### src/hdl/sca_ram.sv
// Generic single-write, single-read RAM with registered read data.
module sca_ram #(
   parameter int WIDTH     = 8,
   parameter int ADDR_BITS = 8
) (
   input  logic                 clock,
   input  logic                 wr_en,
   input  logic [ADDR_BITS-1:0] wr_addr,
   input  logic [WIDTH-1:0]     wr_data,
   input  logic [ADDR_BITS-1:0] rd_addr,
   output logic [WIDTH-1:0]     rd_data
);
   logic [WIDTH-1:0] mem [2**ADDR_BITS];
   logic [WIDTH-1:0] rd_data_ff;

   always_ff @(posedge clock) begin
      if (wr_en) begin
         mem[wr_addr] <= wr_data;
      end
      rd_data_ff <= mem[rd_addr];
   end

   assign rd_data = rd_data_ff;
endmodule

### config.mk
export PLATFORM = sky130hd
export DESIGN_NAME = sca_ram
export DESIGN_NICKNAME = d
export VERILOG_FILES = /design/src/hdl/sca_ram.sv
export SDC_FILE = /design/constraint.sdc
export NUM_CORES = 2
export LEC_CHECK = 0
export BUFFER_PORTS_ARGS = -buffer_cell sky130_fd_sc_hd__buf_2
export CAP_MARGIN = 20
export CORE_ASPECT_RATIO = 1.75
export CORE_MARGIN = 2
export CORE_UTILIZATION = 57
export DETAILED_ROUTE_END_ITERATION = 10
export PLACE_DENSITY = 0.81
export SYNTH_ARGS = -nofsm -noshare
export SYNTH_HDL_FRONTEND = slang
export SYNTH_SLANG_ARGS = --single-unit
export TNS_END_PERCENT = 5
### constraint.sdc
create_clock -name clock -period 2.5 [get_ports clock]
set_clock_uncertainty 0.2 [all_clocks]
set_input_delay 0.375 -clock clock [delete_from_list [all_inputs] [get_ports clock]]
set_output_delay 0.375 -clock clock [all_outputs]
set_load 0.03 [all_outputs]
==> run_results.csv <==
group,metric,value,unit
outcome,status,"finished with violations",
outcome,failed_checks,"negative setup slack",
cells_and_area,final_cells,6393,
die,num_rows,181,
synthesis,postSynthAreaPerCell,21.3,sq um
cells_and_area,layout_common_cells,"edfxtp_1 (2048), buf_4 (638), mux4_2 (454)",
routing,wire_per_inst,35.3,um
timing,holdWs,0.0266,ns
grt,grt_pass1_wl,321000,um
routing,viasPerCell,6.98,
critical_path,crit_path_end_kind,"flip-flop",
cells_and_area,nFillCells,7816,
routing,firstDrtPassIters,7,
critical_path,path_buf_inv,1,
clock_tree,cts_setup_buffers,0,
placement,dp_cells,6085,
critical_path,slowest_delay,0.77,ns
critical_path,reg2reg_setup_slack,-0.47,ns
critical_path,crit_chain,"mux4_2 -> nor2b_1 -> a211oi_1 -> nor2_1 -> nor4_4 -> buf_4 -> nor4_1",
clock_tree,path_clk_slew,0.07,ns
synthesis,syn_nets,3759,
worst_hold_path,min_path_cells,1,
routing,route.detailed.drc,0,
timing,drv_slew,0,
clock_tree,htreeDepth,4,
critical_path,worstPathMaxFanout,1,
timing,max_slew.worst_pin.slew,0.914,ns
timing,finalHoldViolations,0,
critical_path,critPathRequiredTime,3.00,ns
power,p_leak,30.0,nW
worst_hold_path,hold_end,"mem[115][6]$_DFFE_PP_",
placement,placed_area,0.0872,sq mm
grt,grt_max_degree,94,
synthesis,ys.flop_type,"edfxtp_1",
synthesis,ys_seq_elements,2056,
die,die_y,498,um
die,die_w,286,um
clock_tree,insertion_delay,0.82,ns
synthesis,synth_area,0.0796,sq mm
placement,io_buffer_count,33,
die,dieArea,0.143,sq mm
worst_hold_path,hp-class,"input pin to flip-flop",
clock_tree,root_buffer,"clkbuf_16",
grt,grt_pass1_vias,45438,
run,drv_cap,0,
power,vdd_drop_max,0.679,mV
routing,wl,226000,um
synthesis,synth_edf_count,2048,
grt,antenna_found_initial,16,
cells_and_area,multi_input_area,0.0167,sq mm
timing,rsz0062_at_grt,"yes",
power,p_total,68.0,mW
cells_and_area,seqCellArea,0.0617,sq mm
placement,place.gp.congestion,0.920,
die,io-pin-count,34,
routing,vias,44597,
critical_path,regToRegEndpoint,"rd_data[7]$_DFF_P_",
cells_and_area,area_growth,16.4,%
synthesis,ys_async_sr_fraction,0,%
routing,drtAntennaViolNets,0,
critical_path,rr_worst_depth,7,
critical_path,crit_path_top_delay_cell,"nor4_4",
clock_tree,cts_buffers,161,
routing,drtIter0Drc,7382,
synthesis,netlist_instances,3733,
timing,slew_headroom,38.5,%
cells_and_area,layout.nets,4451,
cells_and_area,final_common_cell,"edfxtp_1",
critical_path,crit_family,"simple AND/OR/NAND/NOR gates",
cells_and_area,final_cell_area,0.0926,sq mm
timing,setup_viol,8,
synthesis,synth_cell_types,55,
worst_hold_path,hp-start,"wr_data[6]",
timing,max_freq,336,MHz
critical_path,arrival,3.47,ns
die,fp.coreArea,0.139,sq mm
cells_and_area,post-route-util,66.7,%
synthesis,yosys_warnings,0,
critical_path,critPathLaunchType,"flip-flop",
timing,layout_min_cycle_time,2.97,ns
clock_tree,clockBufferDepth,3,
placement,hpwlAfterDp,136000,um
power,power.density,735,mW/mm^2
timing,min_period_over_period,119,%
timing,setup_ws,-0.473,ns
clock_tree,clock_sinks,2056,
clock_tree,cts_tree,"built",
cells_and_area,drive_gt1_share,32.6,%
grt,grt_overflow,0,
grt,track_usage,31.9,%
die,initial_core_util,57.3,%
critical_path,path_class,"flip-flop to flip-flop",
critical_path,r2r_start,"mem[101][7]$_DFFE_PP_",
synthesis,ys_seq_area_share,77.5,%
layout make-up:
cell class / count / share of cell area, %
diodes: 8 / 0.0216
clock inverters: 95 / 1.04
flip-flops and latches: 2056 / 66.6
clock buffers: 198 / 4.56
repair buffers: 762 / 7.35
inverters: 2 / 0.00811
multi-input cells: 1442 / 18.0
well taps: 1830 / 2.47
per-layer routing:
layer | up-vias | global-route usage (%) | wire length (um) | share of wire [%]
li1 | 17015 | - | - | -
met4 | 14 | 22.9 | 21000 | 9.3
met3 | 1130 | 7.42 | 26900 | 12
met5 | - | 0 | 98 | 0.043
met2 | 4077 | 52.9 | 112000 | 50
met1 | 22361 | 36.4 | 65600 | 29
where the power goes:
group	total, mW	internal (mW)	leakage [nW]	switching [mW]
logic	4.28	1.67	9.04	2.61
clock network	25.7	13.7	2.50	12.1
registers	38.0	38.0	18.5	0.0649
kinds of logic after synthesis:
logic type	after synthesis	synth area share, %
and+or+nand+nor	466	2.63
AOI/OAI and AO/OA	385	3.42
muxes	591	14.6
DFF	2056	77.5
buffers and inverters	235	1.83
flip-flops by register name, indices dropped and copies added (netlist names):
| signal | count |
|---|---|
| mem | 2048 |
| rd_data | 8 |
worst register-to-register path, cell delays in order, from the launching register on:
cell and delay [ns]:
edfxtp_1 0.37, mux4_2 0.48, nor2b_1 0.16, a211oi_1 0.41, nor2_1 0.17, nor4_4 0.77, buf_4 0.26, nor4_1 0.05
how the worst max path moves through the flow:
stage	to	slack, ns	startpoint	cells after the start
after global placement	rd_data[0]$_DFF_P_	-1.69	rd_addr[0]	10
after CTS	rd_data[0]$_DFF_P_	-0.18	mem[70][0]$_DFFE_PP_	6
final	rd_data[7]$_DFF_P_	-0.47	mem[101][7]$_DFFE_PP_	7
after floorplan	rd_data[0]$_DFF_P_	-0.003	rd_addr[0]	7
after detailed placement	rd_data[0]$_DFF_P_	-1.17	rd_addr[0]	9
after global routing	rd_data[0]$_DFF_P_	-0.49	mem[101][0]$_DFFE_PP_	7
cell usage after synthesis, types with 3 or more instances:
cell type | count | share of area, %
a221oi_1 | 13 | 0.14
a211oi_1 | 16 | 0.15
nor2b_1 | 31 | 0.24
mux4_2 | 454 | 13
or2_2 | 4 | 0.031
o221ai_1 | 46 | 0.51
dfxtp_1 | 8 | 0.20
o22ai_1 | 28 | 0.22
nor4_1 | 24 | 0.19
o21ai_0 | 10 | 0.063
nor3_1 | 22 | 0.14
a22oi_1 | 133 | 1.3
a21oi_1 | 96 | 0.60
edfxtp_1 | 2048 | 77
clkbuf_1 | 111 | 0.52
nor2_1 | 282 | 1.3
nor4_2 | 3 | 0.047
o211ai_1 | 10 | 0.094
buf_12 | 8 | 0.20
buf_8 | 13 | 0.25
and2_1 | 6 | 0.047
nand4_1 | 10 | 0.079
buf_4 | 27 | 0.25
buf_1 | 22 | 0.10
o32ai_1 | 4 | 0.044
mux2i_1 | 134 | 1.7
buf_6 | 21 | 0.30
buf_2 | 31 | 0.20
nand2b_1 | 8 | 0.063
nand3_1 | 34 | 0.21
a22o_1 | 8 | 0.088
o22a_1 | 5 | 0.055
nand2_1 | 33 | 0.16
stage by stage:
| step | worst slack (ns) | setup TNS (ns) |
|---|---|---|
| final | -0.473 | -1.65 |
| after global routing | -0.493 | -1.81 |
| after CTS | -0.182 | -0.745 |
| after detailed placement | -1.17 | -7.54 |
| after global placement | -1.69 | -8.70 |
| after floorplan | -0.00310 | -0.00310 |
what timing repair did:
action,4_1_cts,5_1_grt
setup endpoints to repair,8,8
cloned,0,0
pin swaps,8,1
endpoints found under the hold margin,296,0
hold buffers,7,0
resized for setup,28,7
(Power assumes the default switching activity.)
