$ cat src/hdl/sca_pkg.sv
// Shared constants, codes and types of the size-class allocator.
package sca_pkg;

   localparam int BLOCK_BYTES  = 4096;
   localparam int NUM_BLOCKS   = 64;
   localparam int HEADER_BYTES = 16;
   localparam int NUM_CLASSES  = 16;
   localparam int CARVE_COUNT  = 6;

   localparam int ADDR_W      = 18;
   localparam int GRAN_W      = 15;
   localparam int SIZE_W      = 13;
   localparam int REQ_W       = 16;
   localparam int CLS_W       = $clog2(NUM_CLASSES);
   localparam int OPEN_W      = $clog2(NUM_BLOCKS + 1);
   localparam int CNT_W       = $clog2(CARVE_COUNT + 1);
   localparam int BLOCK_SHIFT = $clog2(BLOCK_BYTES);
   localparam int GRAN_BYTES  = 8;
   localparam int LARGEST     = GRAN_BYTES * NUM_CLASSES;

   localparam int REQ_TDATA_W = 40;
   localparam int RSP_TDATA_W = 24;

   localparam logic KIND_ALLOC = 1'b0;
   localparam logic KIND_FREE  = 1'b1;

   typedef enum logic [1:0] {
      STATUS_OK        = 2'd0,
      STATUS_NO_MEMORY = 2'd1,
      STATUS_BAD_FREE  = 2'd2,
      STATUS_TOO_LARGE = 2'd3
   } status_type;

   typedef struct packed {
      logic [ADDR_W-1:0] sum;
      logic [SIZE_W-1:0] diff;
      logic              ge;
   } step_type;

endpackage

$ cat src/hdl/sca_step_unit.sv
// Shared bump unit: advances an address and takes a step off a remaining size.
module sca_step_unit (
   input  logic [sca_pkg::ADDR_W-1:0] ptr,
   input  logic [sca_pkg::SIZE_W-1:0] rem,
   input  logic [sca_pkg::SIZE_W-1:0] step,
   output sca_pkg::step_type          result
);
   import sca_pkg::*;

   always_comb begin
      result.sum  = ptr + ADDR_W'(step);
      result.diff = rem - step;
      result.ge   = (rem >= step);
   end
endmodule

$ cat config.mk
export PLATFORM = sky130hd
export DESIGN_NAME = sca_step_unit
export DESIGN_NICKNAME = d
export VERILOG_FILES = /design/src/hdl/sca_pkg.sv /design/src/hdl/sca_step_unit.sv
export SDC_FILE = /design/constraint.sdc
export NUM_CORES = 1
export LEC_CHECK = 0
export BUFFER_PORTS_ARGS = -buffer_cell sky130_fd_sc_hd__buf_2
export CAP_MARGIN = 20
export CORE_MARGIN = 5
export CORE_UTILIZATION = 30
export DETAILED_ROUTE_END_ITERATION = 12
export PLACE_DENSITY = 0.58
export SLEW_MARGIN = 0
export SYNTH_ARGS = -nofsm -noshare
export SYNTH_HDL_FRONTEND = slang
export SYNTH_SLANG_ARGS = --single-unit
export TNS_END_PERCENT = 10
$ cat constraint.sdc
create_clock -name vclk -period 2.18
set_clock_uncertainty 0.1 [all_clocks]
set_input_delay 0.218 -clock vclk [all_inputs]
set_output_delay 0.218 -clock vclk [all_outputs]
set_load 0.02 [all_outputs]
==> results.md, run 1 <==
Run status:
- The flow ran to the end, but the final reports show violations.
- The checks that failed: setup timing.

Detailed routing:
- After the first detailed-routing iteration, the DRC count stood at 77.
- The post-detailed-route DRC marker count is 0.
- For this block, the routed nets add up to 4.64 mm of wire.
- The routed layout has 1840 vias.
- The average routed wire per standard cell is 12.2 um.
- The via count normalized by instance count is 4.84.
- Before antenna repair, the detailed router went through 4 iterations.
- The detail route stage leaves a number of antenna-violating nets equal to 0.

Worst setup path:
- The setup path with the least slack is of type in -> out.
- The worst endpoint data arrival time is 1.99 ns.
- STA classifies the critical path startpoint as an input port.
- Along the worst path, the maximum fanout reaches 3.
- For the worst setup path, the data required time is 1.86 ns.
- The launch point of the worst path is step[0].
- STA classifies the critical path endpoint as an output port.

Power:
- The cell internal power dissipation is 361 uW.
- The leakage dissipation is 1.18 nW.
- The logic gate share of total power is 100.0%.
- In this run the power spent charging and discharging nets is 451 uW.
- The proportion of power drawn by the clock network is 0%.
- The net switching share of the total power is 55.6%.
- For this design the ratio of total power to cell area is 368 nW/um^2.
- The part of the power in registers is 0%.
- The worst voltage drop across the vdd grid is 0.000166 V.

Synthesis:
- The share of synthesized cell area in full adder, half adder and majority cells is 24.1%.
- The cell area that synthesis handed to floorplanning was 1510 um^2.
- In this run, distinct cell masters in the synthesized netlist total 52.
- The yosys synthesis warning count is 0.
- After synthesis, the largest family of logic cells by area is compound AO/OA/AOI/OAI gates.
- Of the post-synthesis cell area, the part taken by muxes is 0.661%.
- Synthesis handed over a netlist of 213 instances.
- The average cell area after synthesis is 7.11 um^2.
- Summing the areas of all compound-gate instances in the mapped netlist gives 33.8% of the synthesized area.
- The simple logic cell fraction of the synthesized area is 20.8%.
- The number of nets in the synthesized netlist is 285.
- After Yosys synthesis, XOR and XNOR cells account for 11.6% of the synthesized area.
- Summing the sequential cell areas from Yosys gives 0% of the chip area.

STA:
- Setup repair after global routing could not meet its margin everywhere.
- The total count of hold-check failures in the final report is 0.
- Setup violations remaining at the end of the flow were counted as 5.
- The post-layout worst setup margin is -0.132 ns.
- The fraction of the cycle the final worst path needs is 106%.
- The routed design could run at a clock period as short as 2.31 ns.
- The post-route setup TNS is -0.292 ns.
- The slew at the pin closest to its max-slew limit is 0.319 ns.
- The final max-slew violation count came to 0.
- Timing would allow up to 432 MHz.
- The remaining max-slew budget at the tightest pin is 78.7%.

Floorplan:
- The top-level port count is 76.
- Measured along the x axis, the die boundary spans 81.0 um.
- After floorplanning, the core was divided into 25 placement rows.
- The core region is 4820 um^2.
- The die footprint is 6570 um^2.
- From bottom edge to top edge, the die measures 81.0 um.
- Once the floorplan was initialized, standard cells occupied 31.4% of the core.

Min path:
- The count of cells along the worst hold path is 3.
- The path category of the worst min-delay check is in -> out.
- The destination of the worst hold path is result[31].
- The origin of the worst min-delay path is ptr[17].

Run:
- Across the run, the number of max-cap violations was 0.

Placed design:
- The estimated wirelength of the detail-placed design is 4.14 mm.
- The final weighted congestion in routability-driven placement is 0.843.
- The number of buffers added on ports is 76.

Final layout:
- The number of nets at the end of the flow is 387.
- The layout has 0 clock buffers.
- The synthesis-to-finish area growth is 45.5%.
- Of the cells placed in the final design, the portion with a size suffix greater than 1 is 38.7%.
- Fill cells in the final layout number 517.
- The combined flip-flop and latch cell area is 0 um^2.
- The number of antenna diodes in the final layout is 0.
- In the finished design the tool counted flip-flops and latches totalling 0.
- The post-layout utilization of the core is 45.7%.

Global route:
- The total congestion overflow after global routing is 0.
- Global routing used 14.0% of the available tracks.
- The largest net degree at the start of global routing is 10.
- The number of antenna violations at the first check in global routing was 0.
- The via count of the first global-routing pass came to 1781.
- The global-route wire length before repair is 7.73 mm.

Clock network:
- The hold buffer count at cts is 0.
- The post-CTS repair timing setup buffer count is 0.
## cell usage in the layout (no fill, tap or decap), types with 2 or more instances in the layout
cell                       netlist  layout
sky130_fd_sc_hd__nand2_1        15      15
sky130_fd_sc_hd__nand4_1         3       3
sky130_fd_sc_hd__a31o_2          2       2
sky130_fd_sc_hd__or3_1           3       3
sky130_fd_sc_hd__nor2_1         11      11
sky130_fd_sc_hd__fa_2            0       2
sky130_fd_sc_hd__xnor2_1        13      13
sky130_fd_sc_hd__o21a_1          3       3
sky130_fd_sc_hd__and3_1          2       2
sky130_fd_sc_hd__o221ai_1        2       2
sky130_fd_sc_hd__xor2_1          7       7
sky130_fd_sc_hd__and2_1          3       3
sky130_fd_sc_hd__nor2b_1         5       3
sky130_fd_sc_hd__nand3_1         6       6
sky130_fd_sc_hd__a21o_1          9       9
sky130_fd_sc_hd__o211ai_1       10      10
sky130_fd_sc_hd__a21oi_1        17      17
sky130_fd_sc_hd__buf_4           0      37
sky130_fd_sc_hd__inv_1          23      23
sky130_fd_sc_hd__buf_2           1      71
sky130_fd_sc_hd__ha_1           26      26
sky130_fd_sc_hd__o21ai_0         8       7
sky130_fd_sc_hd__nor4_1          2       2
sky130_fd_sc_hd__a211o_1         2       2
sky130_fd_sc_hd__o21bai_1        4       4
sky130_fd_sc_hd__nand2b_1        3       3
## power by group through the flow
stage | logic, mW | clock network (mW) | registers, mW
after detailed placement | 0.797 | 0 | 0
after global placement | 0.798 | 0 | 0
after floorplan | 0.510 | 0 | 0
final | 0.811 | 0 | 0
after CTS | 0.813 | 0 | 0
after global routing | 0.896 | 0 | 0
## timing repair
item / 4_1_cts / 5_1_grt
resized for setup: 7 / 4
setup endpoints to repair: 12 / 16
pin swaps: 1 / 1
gates cloned: 0 / 0
## cell type report
| type | instances | area [um^2] | area share, % |
|---|---|---|---|
| timing repair buffer | 108 | 633 | 28.8 |
| tap | 67 | 83.8 | 3.81 |
| inverter | 23 | 86.3 | 3.92 |
| multi-input combinational | 182 | 1400 | 63.5 |
## layer usage
metal,global-route usage [%],part of all wire (%)
met1,19.7,48
met2,23.4,42
met3,2.66,9.7
met4,0,0
met5,0,0
## logic make-up after synthesis
kind of cell               after synthesis
xor gates and xnor gates                20
muxes                                    1
buffers and inverters                   31
adders and majority gates               28
AOI/OAI and AO/OA                       73
and+or+nand+nor                         60
## critical path: stages
cell and delay (ns):
sky130_fd_sc_hd__buf_2 0.10, sky130_fd_sc_hd__ha_1 0.15, sky130_fd_sc_hd__inv_1 0.05, sky130_fd_sc_hd__fa_2 0.37, sky130_fd_sc_hd__nor2b_4 0.13, sky130_fd_sc_hd__o31ai_2 0.08, sky130_fd_sc_hd__a311oi_1 0.22, sky130_fd_sc_hd__buf_4 0.16
sky130_fd_sc_hd__mux2i_1 0.20, sky130_fd_sc_hd__o2111ai_2 0.14, sky130_fd_sc_hd__buf_2 0.18
## per-stage QoR
stage | hold slack [ns] | instance area [um^2] | total power, mW | setup WS [ns] | cells
global placement | 0.625 | 2170 | 0.798 | -0.228 | 380
finish | 0.623 | 2200 | 0.811 | -0.132 | 380
floorplan | 0.478 | 1520 | 0.510 | -0.000723 | 213
detailed placement | 0.625 | 2170 | 0.797 | -0.239 | 380
global route | 0.649 | 2200 | 0.896 | -0.273 | 380
CTS | 0.625 | 2190 | 0.813 | -0.152 | 380
## synth_stat cells (2+ instances only)
cell type	n	area (um^2)
sky130_fd_sc_hd__nor2b_1	5	31.3
sky130_fd_sc_hd__and2_1	3	18.8
sky130_fd_sc_hd__nand3_1	6	30.0
sky130_fd_sc_hd__o221ai_1	2	17.5
sky130_fd_sc_hd__xnor2_1	13	114
sky130_fd_sc_hd__o211ai_1	10	75.1
sky130_fd_sc_hd__o21a_1	3	22.5
sky130_fd_sc_hd__xor2_1	7	61.3
sky130_fd_sc_hd__or3_1	3	18.8
sky130_fd_sc_hd__o21bai_1	4	30.0
sky130_fd_sc_hd__o2111ai_1	2	17.5
sky130_fd_sc_hd__a211o_1	2	17.5
sky130_fd_sc_hd__ha_1	26	325
sky130_fd_sc_hd__nand2b_1	3	18.8
sky130_fd_sc_hd__and3_1	2	12.5
sky130_fd_sc_hd__inv_1	23	86.3
sky130_fd_sc_hd__nor4_1	2	12.5
sky130_fd_sc_hd__nor2_1	11	41.3
sky130_fd_sc_hd__clkbuf_1	4	15.0
sky130_fd_sc_hd__o21ai_0	8	40.0
sky130_fd_sc_hd__a21oi_1	17	85.1
sky130_fd_sc_hd__a31o_2	2	17.5
sky130_fd_sc_hd__fa_1	2	40.0
sky130_fd_sc_hd__nand4_1	3	18.8
sky130_fd_sc_hd__nand2_1	15	56.3
sky130_fd_sc_hd__a21o_1	9	67.6
## how the worst max path moves through the flow
stage / end / cells after the start
floorplan: result[30] / 8
global placement: result[24] / 11
detailed placement: result[24] / 11
CTS: result[24] / 11
global route: result[24] / 11
finish: result[24] / 11
Note: power is estimated with default switching activity, not from simulation.
==> run 2, diff against run 1 <==
clock period = 2.6 ns   (was 2.18 ns; I/O delays follow)
==> run 2 against run 1 <==
Against the previous run:
- the run now ends clean
- largest cell class unchanged
- wire length decreased by 3.1%
- design area decreased by 11%
- non-clock buffer count decreased by 29
- first-iteration DRC count increased by 1.3%
- via count decreased by 3.6%
- global-route usage decreased by 0.97 points
- combinational power decreased by 25%
==> results.md, run 2 (synthesis results as in run 1) <==
Floorplan:
- The overall die width is 81.0 um (unchanged).
- The number of placement rows is 25 (unchanged).
- The initial core utilization came to 31.4% (unchanged).
- The top-level port count was 76 (unchanged).
- The height of the chip is 81.0 um (unchanged).
- The die footprint is 6570 um^2 (unchanged).
- The placeable core area is 4820 um^2 (unchanged).

STA:
- The post-route worst hold slack came to 0.708 ns (+0.0846 ns).
- The slew at the pin closest to its max-slew limit is 0.327 ns (+0.00817 ns).
- Setup repair after global routing left no endpoint under its margin.
- The total count of hold-check failures in the final report is 0 (unchanged).
- The remaining max-slew budget at the tightest pin is 78.1% (-0.54 points).
- The peak clock frequency supported by timing is 411 MHz.
- The post-route setup TNS was 0 ns (+0.292 ns).
- The final setup violation count is 0 (-5).
- The shortest clock period the worst path allows after layout is 2.43 ns.
- The final critical path takes up 93.5% of the cycle.
- The final max-slew violation count came to 0 (unchanged).

Worst setup path:
- The signal on the critical path passes through buf_2, ha_1, inv_1, fa_2, nor2b_2, o31ai_2, a311oi_1, buf_4, mux2i_1, o2111ai_1, buf_2.
- The peak fanout along the critical path was 3 (unchanged).
- The critical path class is in -> out.
- The worst endpoint data arrival time is 2.07 ns (+0.08 ns).
- STA classifies the critical path endpoint as an output port.
- The cell repeated most along the worst path is sky130_fd_sc_hd__buf_2.
- On the critical path the largest part of the delay comes from adder cells.
- The critical path launch point type is an input port.
- The number of cells on the critical path came to 11 (unchanged).
- The slowest stage cell on the critical path is sky130_fd_sc_hd__fa_2.
- The data required time of the critical path came to 2.24 ns (+0.38 ns).
- The launch point of the worst path is step[0].
- The sum of buffers and inverters on the critical path is 4 (unchanged).
- The critical path endpoint is result[24].
- The longest individual stage delay on the worst path is 0.35 ns (-0.02 ns).

Power:
- The part of the power in registers is 0% (unchanged).
- The net switching share of the total power is 59.7% (+4.1 points).
- The leakage dissipation came to 1.02 nW (-13%).
- The cell internal power dissipation is 246 uW (-32%).
- The worst voltage drop across the vdd grid is 0.000130 V (-22%).
- The logic gate share of total power came to 100.0% (about the same).
- The power per cell area was 311 nW/um^2 (-15%).
- The proportion of power drawn by the clock network is 0% (unchanged).
- The switching power is 363 uW (-19%).

Final layout:
- The number of diodes added for antenna fixing came to 0 (unchanged).
- The post-layout utilization of the core was 40.6% (-5.1 points).
- The number of nets at the end of the flow is 358 (-7.5%).
- The fraction of layout cells with a size suffix above 1 is 31.3% (-7.3 points).
- The synthesis-to-finish area growth is 29.2%.
- The combined flip-flop and latch cell area is 0 um^2 (unchanged).
- The number of flip-flops and latches came to 0 (unchanged).
- In the layout the commonest cells are sky130_fd_sc_hd__buf_2 (76), sky130_fd_sc_hd__ha_1 (26), sky130_fd_sc_hd__inv_1 (23), sky130_fd_sc_hd__a21oi_1 (17), sky130_fd_sc_hd__nand2_1 (15).
- The most common cell after layout, fill and taps aside is sky130_fd_sc_hd__buf_2.
- The area occupied by multi-input gates is 1380 um^2 (-1.2%).
- The clock tree buffer count of the final layout is 0 (unchanged).
- The filler cell count is 540 (+4.4%).

Run:
- The max-cap violation count was 0 (unchanged).

Global route:
- The global-route wire length before repair is 7.20 mm (-7.0%).
- The total congestion overflow after global routing is 0 (unchanged).
- The number of antenna violations at the first check in global routing is 0 (unchanged).
- The global routing usage summed across all routing layers came to 13.0% (-0.97 points).
- The via count of the first global-routing pass is 1685 (-5.4%).
- The largest net degree at the start of global routing came to 10 (unchanged).

Detailed routing:
- The count of nets left with antenna violations after detail routing is 0 (unchanged).
- The number of vias after detailed routing came to 1773 (-3.6%).
- The via count normalized by instance count came to 5.05 (+4.3%).
- The iteration-0 DRC count of the detailed router was 78 (+1.3%).
- The post-detailed-route DRC marker count is 0 (unchanged).
- The average routed wire per standard cell is 12.8 um (+4.9%).
- The number of optimization iterations in the first detailed-route pass is 4 (unchanged).
- The routed wire length is 4.49 mm (-3.1%).

Min path:
- The path category of the worst min-delay check is in -> out.

Placed design:
- The estimated wirelength of the detail-placed design is 3.90 mm (-5.9%).
- The number of buffers added on ports is 76 (unchanged).
- The final weighted congestion in routability-driven placement is 0.775 (-8.0%).

Clock network:
- The hold buffer count at cts is 0 (unchanged).

Run status:
- The flow ran to the end, and the final reports show no timing, DRC or antenna violations.
## run 2: cell types whose count changed in the layout (fill, tap and decap cells not counted)
cell,before,now
sky130_fd_sc_hd__buf_2,71,76
sky130_fd_sc_hd__buf_4,37,3
sky130_fd_sc_hd__fa_1,0,1
sky130_fd_sc_hd__fa_2,2,1
sky130_fd_sc_hd__nor2b_1,3,4
sky130_fd_sc_hd__nor2b_4,1,0
sky130_fd_sc_hd__o2111ai_1,1,2
sky130_fd_sc_hd__o2111ai_2,1,0
sky130_fd_sc_hd__o21ai_0,7,8
sky130_fd_sc_hd__o21ai_1,1,0
## run 2: final cells by class
type	instances	area share (%)
Inverter	23	4.41
Multi-Input combinational cell	182	70.7
Tap cell	67	4.29
Timing Repair Buffer	79	20.6
## run 2: power by group through the flow
stage                     Sequential, mW  Combinational, mW  Clock [mW]
after floorplan                        0              0.425           0
after global placement                 0              0.606           0
after detailed placement               0              0.608           0
after CTS                              0              0.611           0
after global routing                   0              0.669           0
final                                  0              0.609           0
## run 2: timing repair
item,in CTS,in global routing
setup buffers,0,1
setup endpoints to repair,0,2
resized for setup,0,2
## run 2: metal layers
metal | vias up | global-route usage, % | wire, um
met5 | - | 0 | 0
met4 | 0 | 0 | 0
met3 | 0 | 3.66 | 516
met2 | 72 | 21.3 | 1870
met1 | 776 | 18.0 | 2100
li1 | 925 | - | -
## run 2: worst min-delay path by stage
stage,from,to,cells past startpoint
finish,ptr[17],result[31],3
global route,ptr[17],result[31],3
CTS,ptr[17],result[31],3
detailed placement,ptr[17],result[31],3
global placement,ptr[17],result[31],3
floorplan,ptr[13],result[27],1
## run 2: tightest hold or removal path: cells and delay by family
family                    cells  cell delay (ns)
buffers and inverters         2             0.23
xor gates and xnor gates      1             0.05
## run 2: stage by stage
step	total power, mW	cells	area, um^2	setup slack (ns)
5_1_grt	0.669	351	1960	0.0218
2_1_floorplan	0.425	213	1510	0.333
6_report	0.609	351	1960	0.170
4_1_cts	0.611	350	1940	0.0605
3_3_place_gp	0.606	350	1940	0.124
3_5_place_dp	0.608	350	1940	0.0603
